<file path="config.mk">
export PLATFORM = sky130hd
export DESIGN_NAME = interval_coverage_tracker_top
export DESIGN_NICKNAME = d
export VERILOG_FILES = /design/src/icov_pkg.sv /design/src/icov_ctrl.sv /design/src/icov_dp.sv /design/src/interval_coverage_tracker_top.sv
export VERILOG_INCLUDE_DIRS = /design/src /design/src/src
export SDC_FILE = /design/constraint.sdc
export NUM_CORES = 2
export LEC_CHECK = 0
export BUFFER_PORTS_ARGS = -buffer_cell sky130_fd_sc_hd__buf_2
export CORE_MARGIN = 5
export CORE_UTILIZATION = 26
export DETAILED_ROUTE_END_ITERATION = 10
export GPL_ROUTABILITY_DRIVEN = 0
export PLACE_DENSITY = 0.51
export SETUP_SLACK_MARGIN = 0.05
export SLEW_MARGIN = 40
export SYNTH_ARGS = -nofsm -noshare
export SYNTH_HDL_FRONTEND = slang
export SYNTH_SLANG_ARGS = --single-unit
</file>
<file path="constraint.sdc">
create_clock -name clk -period 14.1 [get_ports clk]
set_input_delay 0.705 -clock clk [delete_from_list [all_inputs] [get_ports clk]]
set_output_delay 0.705 -clock clk [all_outputs]
set_load 0.01 [all_outputs]
</file>
<file path="src/interval_coverage_tracker_top_assert.svh">
// ----------------------------------------------------------------------------
// Interval coverage tracker assertion macros
// Concurrent checks on clk, disabled while arst_n is low.
// ----------------------------------------------------------------------------
`ifndef INTERVAL_COVERAGE_TRACKER_TOP_ASSERT_SVH
`define INTERVAL_COVERAGE_TRACKER_TOP_ASSERT_SVH

// check a consequence in the same cycle
`define ICOV_ASSERT_NOW(lbl, ante, cons, msg) \
	lbl: assert property (@(posedge clk) disable iff (!arst_n) (ante) |-> (cons)) \
		else $error(msg);

// check a consequence in the next cycle
`define ICOV_ASSERT_NXT(lbl, ante, cons, msg) \
	lbl: assert property (@(posedge clk) disable iff (!arst_n) (ante) |=> (cons)) \
		else $error(msg);

`endif

</file>
<file path="src/icov_pkg.sv">
// ----------------------------------------------------------------------------
// icov_pkg
// Shared types and defaults of the interval coverage tracker.
// ----------------------------------------------------------------------------
`default_nettype none

package icov_pkg;

	localparam int HOLES_DEF     = 16;
	localparam int ADDR_BITS_DEF = 32;
	localparam int FIELD_BITS    = 32;

	typedef enum logic [1:0] {
		ACT_ADD    = 2'd0,
		ACT_REMOVE = 2'd1,
		ACT_QUERY  = 2'd2,
		ACT_NONE   = 2'd3
	} action_t;

	typedef struct packed {
		action_t               action;
		logic [FIELD_BITS-1:0] range_low;
		logic [FIELD_BITS-1:0] range_high;
	} in_word_t;

	typedef struct packed {
		logic covered;
		logic table_full;
	} out_word_t;

	typedef struct packed {
		logic load;
		logic span;
		logic scan;
		logic split_wr;
		logic out_load;
	} cmd_t;

	typedef struct packed {
		logic scan_op;
		logic split;
		logic last;
	} stat_t;

endpackage

`default_nettype wire

</file>
<file path="src/icov_ctrl.sv">
// ----------------------------------------------------------------------------
// icov_ctrl
// Sequencer: span step, hole table scan, split writes, result handoff.
// ----------------------------------------------------------------------------
`default_nettype none

module icov_ctrl import icov_pkg::*; (
	input  logic  clk,
	input  logic  arst_n,
	input  logic  item_valid,
	output logic  item_stall,
	output logic  result_valid,
	input  logic  result_stall,
	input  stat_t st,
	output cmd_t  cmd
);

	typedef enum logic [2:0] {
		S_IDLE,
		S_SPAN,
		S_SCAN,
		S_SPLIT,
		S_DONE
	} state_t;

	state_t state_q;
	logic   result_valid_q;

	assign item_stall   = (state_q != S_IDLE);
	assign result_valid = result_valid_q;

	always_comb begin
		cmd          = '0;
		cmd.load     = (state_q == S_IDLE) && item_valid;
		cmd.span     = (state_q == S_SPAN);
		cmd.scan     = (state_q == S_SCAN);
		cmd.split_wr = (state_q == S_SPLIT);
		cmd.out_load = (state_q == S_DONE) && (!result_valid_q || !result_stall);
	end

	always_ff @(posedge clk or negedge arst_n) begin
		if (!arst_n) begin
			state_q        <= S_IDLE;
			result_valid_q <= 1'b0;
		end else begin
			if (cmd.out_load) begin
				result_valid_q <= 1'b1;
			end else if (result_valid_q && !result_stall) begin
				result_valid_q <= 1'b0;
			end
			unique case (state_q)
				S_IDLE: begin
					if (item_valid) begin
						state_q <= S_SPAN;
					end
				end
				S_SPAN: begin
					state_q <= st.scan_op ? S_SCAN : S_DONE;
				end
				S_SCAN: begin
					priority if (st.split) begin
						state_q <= S_SPLIT;
					end else if (st.last) begin
						state_q <= S_DONE;
					end else begin
						state_q <= S_SCAN;
					end
				end
				S_SPLIT: begin
					state_q <= st.last ? S_DONE : S_SCAN;
				end
				S_DONE: begin
					if (cmd.out_load) begin
						state_q <= S_IDLE;
					end
				end
				default: begin
					state_q <= S_IDLE;
				end
			endcase
		end
	end

endmodule

`default_nettype wire

</file>
<file path="src/icov_dp.sv">
// ----------------------------------------------------------------------------
// icov_dp
// Span registers, hole memory with valid bits, scan pipeline and compares.
// ----------------------------------------------------------------------------
`default_nettype none

module icov_dp import icov_pkg::*; #(
	parameter int HOLES     = HOLES_DEF,
	parameter int ADDR_BITS = ADDR_BITS_DEF
) (
	input  logic      clk,
	input  logic      arst_n,
	input  in_word_t  item,
	input  cmd_t      cmd,
	output stat_t     st,
	output out_word_t result
);

	localparam int W  = ADDR_BITS;
	localparam int IW = $clog2(HOLES);
	localparam int CW = $clog2(HOLES + 1);

	action_t        act_q;
	logic [W-1:0]   a_q;
	logic [W-1:0]   b_q;
	logic [W-1:0]   span_lo_q;
	logic [W-1:0]   span_hi_q;
	logic [HOLES-1:0] valid_q;
	logic [HOLES-1:0] fresh_q;
	logic [2*W-1:0] hole_mem_q [HOLES];
	logic [2*W-1:0] rd_s1;
	logic [IW-1:0]  e_idx_s1;
	logic           e_vld_s1;
	logic [CW-1:0]  rd_ptr_q;
	logic [IW-1:0]  split_idx_q;
	logic [W-1:0]   split_hi_q;
	logic           cov_q;
	logic           full_q;
	out_word_t      result_q;

	logic           free_ok;
	logic [IW-1:0]  free_idx;
	logic [W-1:0]   lo;
	logic [W-1:0]   hi;
	logic           is_add;
	logic           is_rem;
	logic           is_qry;
	logic           ent_live;
	logic           do_eval;
	logic           cover_all;
	logic           inner;
	logic           top_cut;
	logic           bot_cut;
	logic           hit;
	logic           split_any;
	logic           adv;
	logic           rd_en;
	logic           span_empty;
	logic           gap_hi;
	logic           gap_lo;
	logic           span_put;
	logic [2*W-1:0] span_put_data;
	logic           we;
	logic [IW-1:0]  wa;
	logic [2*W-1:0] wd;

	always_comb begin
		free_ok  = 1'b0;
		free_idx = '0;
		for (int k = HOLES - 1; k >= 0; k--) begin
			if (!valid_q[k]) begin
				free_ok  = 1'b1;
				free_idx = IW'(k);
			end
		end
	end

	assign lo     = rd_s1[2*W-1:W];
	assign hi     = rd_s1[W-1:0];
	assign is_add = (act_q == ACT_ADD);
	assign is_rem = (act_q == ACT_REMOVE);
	assign is_qry = (act_q == ACT_QUERY);

	assign ent_live  = e_vld_s1 && valid_q[e_idx_s1] && !fresh_q[e_idx_s1];
	assign do_eval   = cmd.scan && ent_live;
	assign cover_all = (a_q <= lo) && (b_q >= hi);
	assign inner     = (a_q > lo) && (b_q < hi);
	assign top_cut   = (b_q > lo) && (b_q < hi);
	assign bot_cut   = (a_q < hi) && (a_q > lo);
	assign hit       = ((a_q < lo) && (b_q > hi)) || ((a_q >= lo) && (a_q < hi))
		|| ((b_q > lo) && (b_q <= hi));
	assign split_any = do_eval && is_add && !cover_all && inner;

	assign st.split   = split_any && free_ok;
	assign st.last    = e_vld_s1 && (e_idx_s1 == IW'(HOLES - 1));
	assign st.scan_op = is_add || is_qry;

	assign adv   = (cmd.scan && !st.split) || cmd.split_wr;
	assign rd_en = adv && (rd_ptr_q < CW'(HOLES));

	assign span_empty    = (span_lo_q == span_hi_q);
	assign gap_hi        = (a_q > span_hi_q);
	assign gap_lo        = (b_q < span_lo_q);
	assign span_put      = cmd.span && (is_rem || (is_add && !span_empty && (gap_hi || gap_lo)));
	assign span_put_data = is_rem ? {a_q, b_q} : (gap_hi ? {span_hi_q, a_q} : {b_q, span_lo_q});

	always_comb begin
		we = 1'b0;
		wa = free_idx;
		wd = span_put_data;
		priority if (span_put) begin
			we = free_ok;
		end else if (do_eval && is_add && !cover_all && (inner || top_cut || bot_cut)) begin
			we = 1'b1;
			wa = e_idx_s1;
			wd = inner ? {lo, a_q} : (top_cut ? {b_q, hi} : {lo, a_q});
		end else if (cmd.split_wr) begin
			we = 1'b1;
			wa = split_idx_q;
			wd = {b_q, split_hi_q};
		end else begin
			we = 1'b0;
		end
	end

	always_ff @(posedge clk) begin
		if (we) begin
			hole_mem_q[wa] <= wd;
		end
		if (rd_en) begin
			rd_s1 <= hole_mem_q[rd_ptr_q[IW-1:0]];
		end
		if (cmd.load) begin
			act_q <= item.action;
			a_q   <= W'(item.range_low);
			b_q   <= W'(item.range_high);
		end
		if (split_any) begin
			split_idx_q <= free_idx;
			split_hi_q  <= hi;
		end
		if (cmd.out_load) begin
			result_q <= '{covered: cov_q, table_full: full_q};
		end
	end

	always_ff @(posedge clk or negedge arst_n) begin
		if (!arst_n) begin
			span_lo_q <= '0;
			span_hi_q <= '0;
			valid_q   <= '0;
			fresh_q   <= '0;
			e_idx_s1  <= '0;
			e_vld_s1  <= 1'b0;
			rd_ptr_q  <= '0;
			cov_q     <= 1'b0;
			full_q    <= 1'b0;
		end else begin
			if (cmd.load) begin
				fresh_q <= '0;
				cov_q   <= 1'b0;
				full_q  <= 1'b0;
			end
			if (cmd.span) begin
				rd_ptr_q <= '0;
				e_vld_s1 <= 1'b0;
				if (is_qry) begin
					cov_q <= !((a_q < span_lo_q) || (b_q > span_hi_q));
				end
				if (is_add) begin
					priority if (span_empty) begin
						span_lo_q <= a_q;
						span_hi_q <= b_q;
					end else if (gap_hi) begin
						span_hi_q <= b_q;
					end else if (gap_lo) begin
						span_lo_q <= a_q;
					end else begin
						if (a_q < span_lo_q) begin
							span_lo_q <= a_q;
						end
						if (b_q > span_hi_q) begin
							span_hi_q <= b_q;
						end
					end
				end
			end
			if (span_put) begin
				if (free_ok) begin
					valid_q[free_idx] <= 1'b1;
				end else begin
					full_q <= 1'b1;
				end
			end
			if (do_eval && is_add && cover_all) begin
				valid_q[e_idx_s1] <= 1'b0;
			end
			if (split_any) begin
				if (free_ok) begin
					valid_q[free_idx] <= 1'b1;
					fresh_q[free_idx] <= 1'b1;
				end else begin
					full_q <= 1'b1;
				end
			end
			if (do_eval && is_qry && hit) begin
				cov_q <= 1'b0;
			end
			if (adv) begin
				if (rd_ptr_q < CW'(HOLES)) begin
					e_idx_s1 <= rd_ptr_q[IW-1:0];
					e_vld_s1 <= 1'b1;
					rd_ptr_q <= rd_ptr_q + CW'(1);
				end else begin
					e_vld_s1 <= 1'b0;
				end
			end
		end
	end

	assign result = result_q;

endmodule

`default_nettype wire

</file>
<file path="src/interval_coverage_tracker_top.sv">
// ----------------------------------------------------------------------------
// interval_coverage_tracker_top
// Covered address intervals kept as one span minus a table of holes.
// ----------------------------------------------------------------------------
//  channel | handshake                 | word
//  item    | item_valid / item_stall   | in_word_t  (action, range_low, range_high)
//  result  | result_valid / result_stall | out_word_t (covered, table_full)
//
//  Remove and unknown actions go from the span step straight to the result handoff.
//  Add and query also scan the hole table, with one split write per hole split by an add;
//  the hole memory is read one entry per cycle during the scan, pausing when a split is found.
//  Reset clears span and valid bits at once; no clearing pass.
//  A waiting result does not block the next item; a stalled result holds.
// ----------------------------------------------------------------------------
`default_nettype none

module interval_coverage_tracker_top import icov_pkg::*; #(
	parameter int HOLES     = HOLES_DEF,
	parameter int ADDR_BITS = ADDR_BITS_DEF
) (
	input  logic      clk,
	input  logic      arst_n,
	input  logic      item_valid,
	output logic      item_stall,
	input  in_word_t  item,
	output logic      result_valid,
	input  logic      result_stall,
	output out_word_t result
);

	cmd_t  cmd;
	stat_t st;

	icov_ctrl u_ctrl (
		.clk          (clk),
		.arst_n       (arst_n),
		.item_valid   (item_valid),
		.item_stall   (item_stall),
		.result_valid (result_valid),
		.result_stall (result_stall),
		.st           (st),
		.cmd          (cmd)
	);

	icov_dp #(
		.HOLES     (HOLES),
		.ADDR_BITS (ADDR_BITS)
	) u_dp (
		.clk    (clk),
		.arst_n (arst_n),
		.item   (item),
		.cmd    (cmd),
		.st     (st),
		.result (result)
	);

`include "interval_coverage_tracker_top_assert.svh"

	`ICOV_ASSERT_NXT(a_one_in_flight, item_valid && !item_stall, item_stall, "second word taken while busy")
	`ICOV_ASSERT_NXT(a_split_follows, st.split, cmd.split_wr, "split write skipped")
	`ICOV_ASSERT_NOW(a_no_clobber, cmd.out_load, !(result_valid && result_stall), "waiting result overwritten")

endmodule

`default_nettype wire
</file>
; ---- After elaboration in Yosys (flattened, before gate mapping)
; Memories as Yosys holds them, arrays and structs flattened. A register that Yosys moved wholly into a read port is not among the register bits.
; Index checks and enable logic that the tools add are counted.
[totals]
reg_bits = 216
mem_bits_rw = 1024
input_bits = 70
output_inout_bits = 4
elab_cells = 207
mem_count = 1
[classes]
addsub = 1
magnitude_cmp = 19
eq_ne = 12
muxes = 94
n_bitwise = 5
n_reduce_logical = 57
[memory_table]
columns = memory, depth, word_bits, read_ports, rd_clocked_by_memory_dff, wr, line_no
row1 = u_dp.hole_mem_q, 16, 64, 1, 1, 1, icov_dp.sv:30  ; logic [2*W-1:0] hole_mem_q [HOLES];
[ops]
columns = op, n
row1 = $mux W64, 7
row2 = $mux W32, 8
row3 = $gt A32 B32 Y1, 5
row4 = $lt A32 B32 Y1, 5
row5 = $mux W16, 8
row6 = $mux W4, 19
row7 = $ge A32 B32 Y1, 2
row8 = $le A32 B32 Y1, 2
row9 = $or A16 B16 Y16, 3
row10 = $mux W1, 39
row11 = $eq A32 B32 Y1, 1
row12 = $logic_and A1 B1 Y1, 29
row13 = $and A16 B16 Y16, 1
row14 = $not A16 Y16, 1
row15 = $mux W3, 5
row16 = $mux W5, 3
row17 = $pmux W3 S5, 1
row18 = $logic_or A1 B1 Y1, 10
row19 = $lt A4 B5 Y1 const B, 2
row20 = $reduce_bool A3 Y1, 3
row21 = $bmux W1 S4, 2
row22 = $demux W1 S4, 2
row23 = $ge A4 B1 Y1 const B, 2
row24 = $reduce_and A4 Y1, 2
row25 = 16 further kinds, 26

; ---- Longest topological paths before layout
[depth]
word_depth = 28
depth_mapped = 13
mapped_depth_nobuf = 11

; ---- Cells and area by module
; A second synthesis with hierarchy kept.
[unflattened]
hier_cells = 3405
hier_area_um2 = 57567.7
[modules_own_cells]
columns = module, n_inst, cells_each, area_per_inst_um2, seq_area_each_um2
row1 = icov_dp, 1, 3376, 57337.5, 38496.9
row2 = icov_ctrl, 1, 29, 230.2, 100.1

; ---- Worst setup path after synthesis
; OpenSTA, ideal clock, no wires.
[synth_timing]
kind = register to register
from = reg u_dp.a_q[14]
to = mem u_dp.hole_mem_q[12][0] (netlist bit) (enable)
setup_ns = 0.581
t_arrival_ns = 7.336
required_ns = 13.519
setup_slack_ns = 6.183
stages_incl_launch_ff = 13
path_buffers = 2
period_less_slack_ns = 7.917
cell_sequence = edfxtp_1 ha_1 nand4_1 or4_1 a21oi_1 or3_2 a22o_1 o21ai_2 a21oi_4 buf_6 buf_6 a31oi_1 a211oi_1
[synth_between]
elab_chain_len = 9
elab_cells_between_ends = 22
cone_classes = order compare (4) / mux (6) / reduce/logical (12)
[synth_lines]
columns = element, line_no
row1 = "start, declared", icov_dp.sv:24  ; logic [W-1:0] a_q;
row2 = "start signal, assigned", icov_dp.sv:135  ; a_q <= W'(item.range_low);
row3 = $le A32 B32 Y1 / $gt A32 B32 Y1 (equally long branches), "icov_dp.sv:86, icov_dp.sv:87, icov_dp.sv:89"
row4 = $logic_and A1 B1 Y1 (on tied branches), "icov_dp.sv:86, icov_dp.sv:87"
row5 = $logic_not A1 Y1 / $logic_or A1 B1 Y1 (equally long branches), icov_dp.sv:113  ; end else if (do_eval && is_add && !cover_all && (inner || top_cut || bot_cut)) begin
row6 = $logic_and A1 B1 Y1 / $logic_or A1 B1 Y1 (equally long branches), icov_dp.sv:113
row7 = $logic_and A1 B1 Y1, icov_dp.sv:113
row8 = $mux W1, icov_dp.sv:113
row9 = $mux W1, icov_dp.sv:111  ; priority if (span_put) begin
row10 = $mux W1, icov_dp.sv:127  ; if (we) begin
row11 = $mux W1 (not written as such), icov_dp.sv:128  ; hole_mem_q[wa] <= wd;
row12 = "end, declared", icov_dp.sv:30
; Several ways; a longest one is shown, not always the timed one.

; ---- Final worst setup path
[layout_timing]
from = reg u_dp.a_q[23]
to = mem u_dp.hole_mem_q[2][40] (netlist bit) (enable)
; The elaborated chain is that of the path after synthesis.

==> results.sh <==
export IMPL_vias_per_cell=4.94
export IMPL_drc=0
export IMPL_worstSetupPathType="reg2reg"
export IMPL_grt_pass1_vias=34200
export IMPL_cts_hold_buf=1
export IMPL_final_cell_mix="edfxtp_1, mux4_2, ha_1"
export IMPL_fin_worst_skew_ps=39.0
export IMPL_num_io_pins=74
export IMPL_drive_above_1_share_pct=20.8
export IMPL_synth_distinct_cells=83
export IMPL_busiest_layer="met2"
export IMPL_route_antenna_remaining_nets=0
export IMPL_grt_max_degree=108
export IMPL_synthTopCellsByArea="edfxtp_1, mux4_2, ha_1, dfrtp_1, a21oi_1"
export IMPL_overflow=0
export IMPL_wire_per_inst_um=25.5
export IMPL_yosysTopAreaCellShare_pct=61.1
export IMPL_drv_slew=0
export IMPL_worstPathRequired_ps=14500
export IMPL_yosysSeqAreaShare_pct=65.8
export IMPL_grtUsageMet1_pct=20.3
export IMPL_setup_violations=0
export IMPL_grt_pass1_wl_mm=250
export IMPL_layout_commonest_cell="edfxtp_1"
export IMPL_clk_latency_ps=790
export IMPL_synth_top_area_cell="edfxtp_1"
export IMPL_wl_mm=174
export IMPL_grtUsageMet3_pct=2.97
export IMPL_cts_resized_gates=0
export IMPL_end_kind="register"
export IMPL_finalSetupTns_ps=0
export IMPL_grtUsageTotal_pct=14.5
export IMPL_antenna_found_initial=18
export IMPL_layout_cells_non_filler=6826
export IMPL_syn_num_nets=3906
export IMPL_hpwlAfterDp_mm=110
export IMPL_final_hold_viol_count=0
export IMPL_cts_root_buf="clkbuf_16"
export IMPL_ys_ff_latch=1304
export IMPL_htree_levels=4
export IMPL_dp_slack_ps=8370
export IMPL_met2_usage_pct=22.9
export IMPL_p_per_area_nw_per_um2=222
export IMPL_clock_fmax_ghz=0.170
export IMPL_timing_critical_path_fanout_max=40
export IMPL_cts_buffers=142
export IMPL_status="finished clean"
export IMPL_drt_iter0_markers=3017
export IMPL_initial_core_util_pct=26.1
export IMPL_ir_worst_vdd_mv=0.159
export IMPL_syn_area_um2=58600
export IMPL_crit_chain="ha_1 -> nand4_1 -> nor2_1 -> a221oi_1 -> nand3_1 -> a31o_4 -> o31a_1 -> o2bb2ai_1 -> nand2_1 -> o22ai_4 -> buf_4 -> buf_4"
export IMPL_ys_flop_type="edfxtp_1"
export IMPL_synthCells=3582
export IMPL_die_area_um2=235000
export IMPL_crit_slowest_cell="a31o_4"
export IMPL_area_delta_synth_final_pct=15.7
export IMPL_num_nets_final=4039
export IMPL_coreArea_um2=225000
export IMPL_syn_area_per_cell_um2=16.4
export IMPL_leakagePower_nw=23.1
export IMPL_ys_async_sr_fraction_pct=8.59
export IMPL_synth_edf_count=1192
export IMPL_path_clk_slew_ps=60
export IMPL_fp_row_count=174
export IMPL_worst_slack_ps=8230
export IMPL_die_height_um=485
export IMPL_clockBufferDepth=3
export IMPL_cap_violations=0
export IMPL_grt_setup_unrepaired="false"
export IMPL_cts_setup_buffers=0
export IMPL_numPortBuffers=73
export IMPL_dr_pass1_iters=6
export IMPL_critPathArrivalTime_ps=6270
export IMPL_placed_cells=6559
export IMPL_slowest_delay_ps=650
export IMPL_die_width_um=485
export IMPL_min_period_over_period_pct=41.6
export IMPL_fill_cells=22100
export IMPL_yosysWarningCount=0
export IMPL_tightest_slew_ps=843
export IMPL_cts_tree="built"
export IMPL_cpMostUsedCell="buf_4"
export IMPL_cts_sinks=1304
export IMPL_fin_crit_ps=5870
export IMPL_worst_setup_path_start_kind="register"
export IMPL_vias=33700
export IMPL_slew_headroom_pct=43.8
export IMPL_hold_class="in2reg"
synthesized netlist by cell type (5+ instances only):
cell type and instances:
a211oi_1 40, a21o_1 27, a21oi_1 206, a221oi_1 6, a31oi_1 40, and4_1 9, buf_1 28, buf_2 31
buf_6 5, clkbuf_1 109, dfrtp_1 112, edfxtp_1 1192, ha_1 254, inv_1 153, mux2_2 36, mux2i_1 67
mux4_2 321, nand2_1 227, nand2b_1 19, nand3_1 65, nand4_1 56, nor2_1 131, nor2b_1 19, nor3_1 17
nor4_1 6, o211ai_1 10, o21a_1 5, o21ai_0 89, o21ai_1 21, o221a_1 17, o221a_2 15, o22ai_1 43
o31ai_1 21, o32ai_1 6, or3_1 67, xnor2_1 33
sequential cells by signal, summed over array words and instances, names as in the netlist, 5 cells and up:
name             count
u_dp.rd_ptr_q        5
u_dp.split_hi_q     32
u_dp.rd_s1          64
u_dp.span_hi_q      32
u_dp.valid_q        16
u_dp.a_q            32
u_dp.fresh_q        16
u_dp.b_q            32
u_dp.hole_mem_q   1024
u_dp.span_lo_q      32
per-stage QoR:
step	area, um2	util [%]	total power, W	hold slack, ps
finish	67800	30.2	0.0151	96.9
global placement	63000	28.0	0.0114	435
floorplan	58600	-	0.00920	409
detailed placement	63200	28.1	0.0115	436
CTS	67800	30.2	0.0152	26.1
global route	67800	30.2	0.0158	44.3
power by group:
part,internal (W),switching [W],total (W)
combinational,0.00196,0.00349,0.00545
sequential,0.00549,0.000457,0.00595
clock,0.00211,0.00156,0.00367
cell families (layout without fill, tap and decap cells):
family	count (synthesis)	count (layout)	share of synthesized area, %
other	0	1	0
flip-flops	1304	1304	65.8
buffers and inverters	330	581	2.27
XOR/XNOR	33	33	0.493
adder cells (fa/ha/maj)	254	254	5.42
AO/OA/AOI/OAI	593	593	6.49
AND/OR/NAND/NOR	644	644	5.33
multiplexers	424	424	14.2
routing by layer:
metal | routed length [um] | share of wire, %
met1 | 78800 | 45
met2 | 80600 | 46
met3 | 10700 | 6.1
met4 | 3940 | 2.3
met5 | 27 | 0.016
critical path: cells and delay by family, from the launching register on:
| kind | cells | cell delay [ps] |
|---|---|---|
| AO/OA/AOI/OAI | 5 | 1900 |
| flip-flops | 1 | 610 |
| AND/OR/NAND/NOR | 4 | 1280 |
| adder cells (fa/ha/maj) | 1 | 450 |
| buffers and inverters | 2 | 1160 |
worst paths after layout:
check	start	endpoint	slack, ps	depth (start not counted)
min in group asynchronous	arst_n	u_dp.fresh_q[14]$_DFF_PN0_	370	2
min	item[32]	u_dp.a_q[0]$_DFFE_PP_	100	1
max	u_dp.a_q[23]$_DFFE_PP_	u_dp.hole_mem_q[2][40]$_DFFE_PP_	8230	12
max in group asynchronous	arst_n	u_dp.span_lo_q[13]$_DFFE_PN0P_	12160	4
max reg2reg	u_dp.a_q[23]$_DFFE_PP_	u_dp.hole_mem_q[2][40]$_DFFE_PP_	8230	12
min reg2reg	u_dp.rd_s1[24]$_DFFE_PP_	u_dp.split_hi_q[24]$_DFFE_PN_	450	0
cell type report:
class                   count  area [um2]  area share, %
repair buffers            166        1250           1.85
flip-flops and latches   1304       38600           56.9
well taps                2992        3740           5.52
clock inverters            77         743           1.10
clock buffers             185        3820           5.63
multi-input cells        1948       19100           28.1
diodes                      1        2.50        0.00369
inverters                 153         576          0.848
Power figures use the tool's default switching activity.
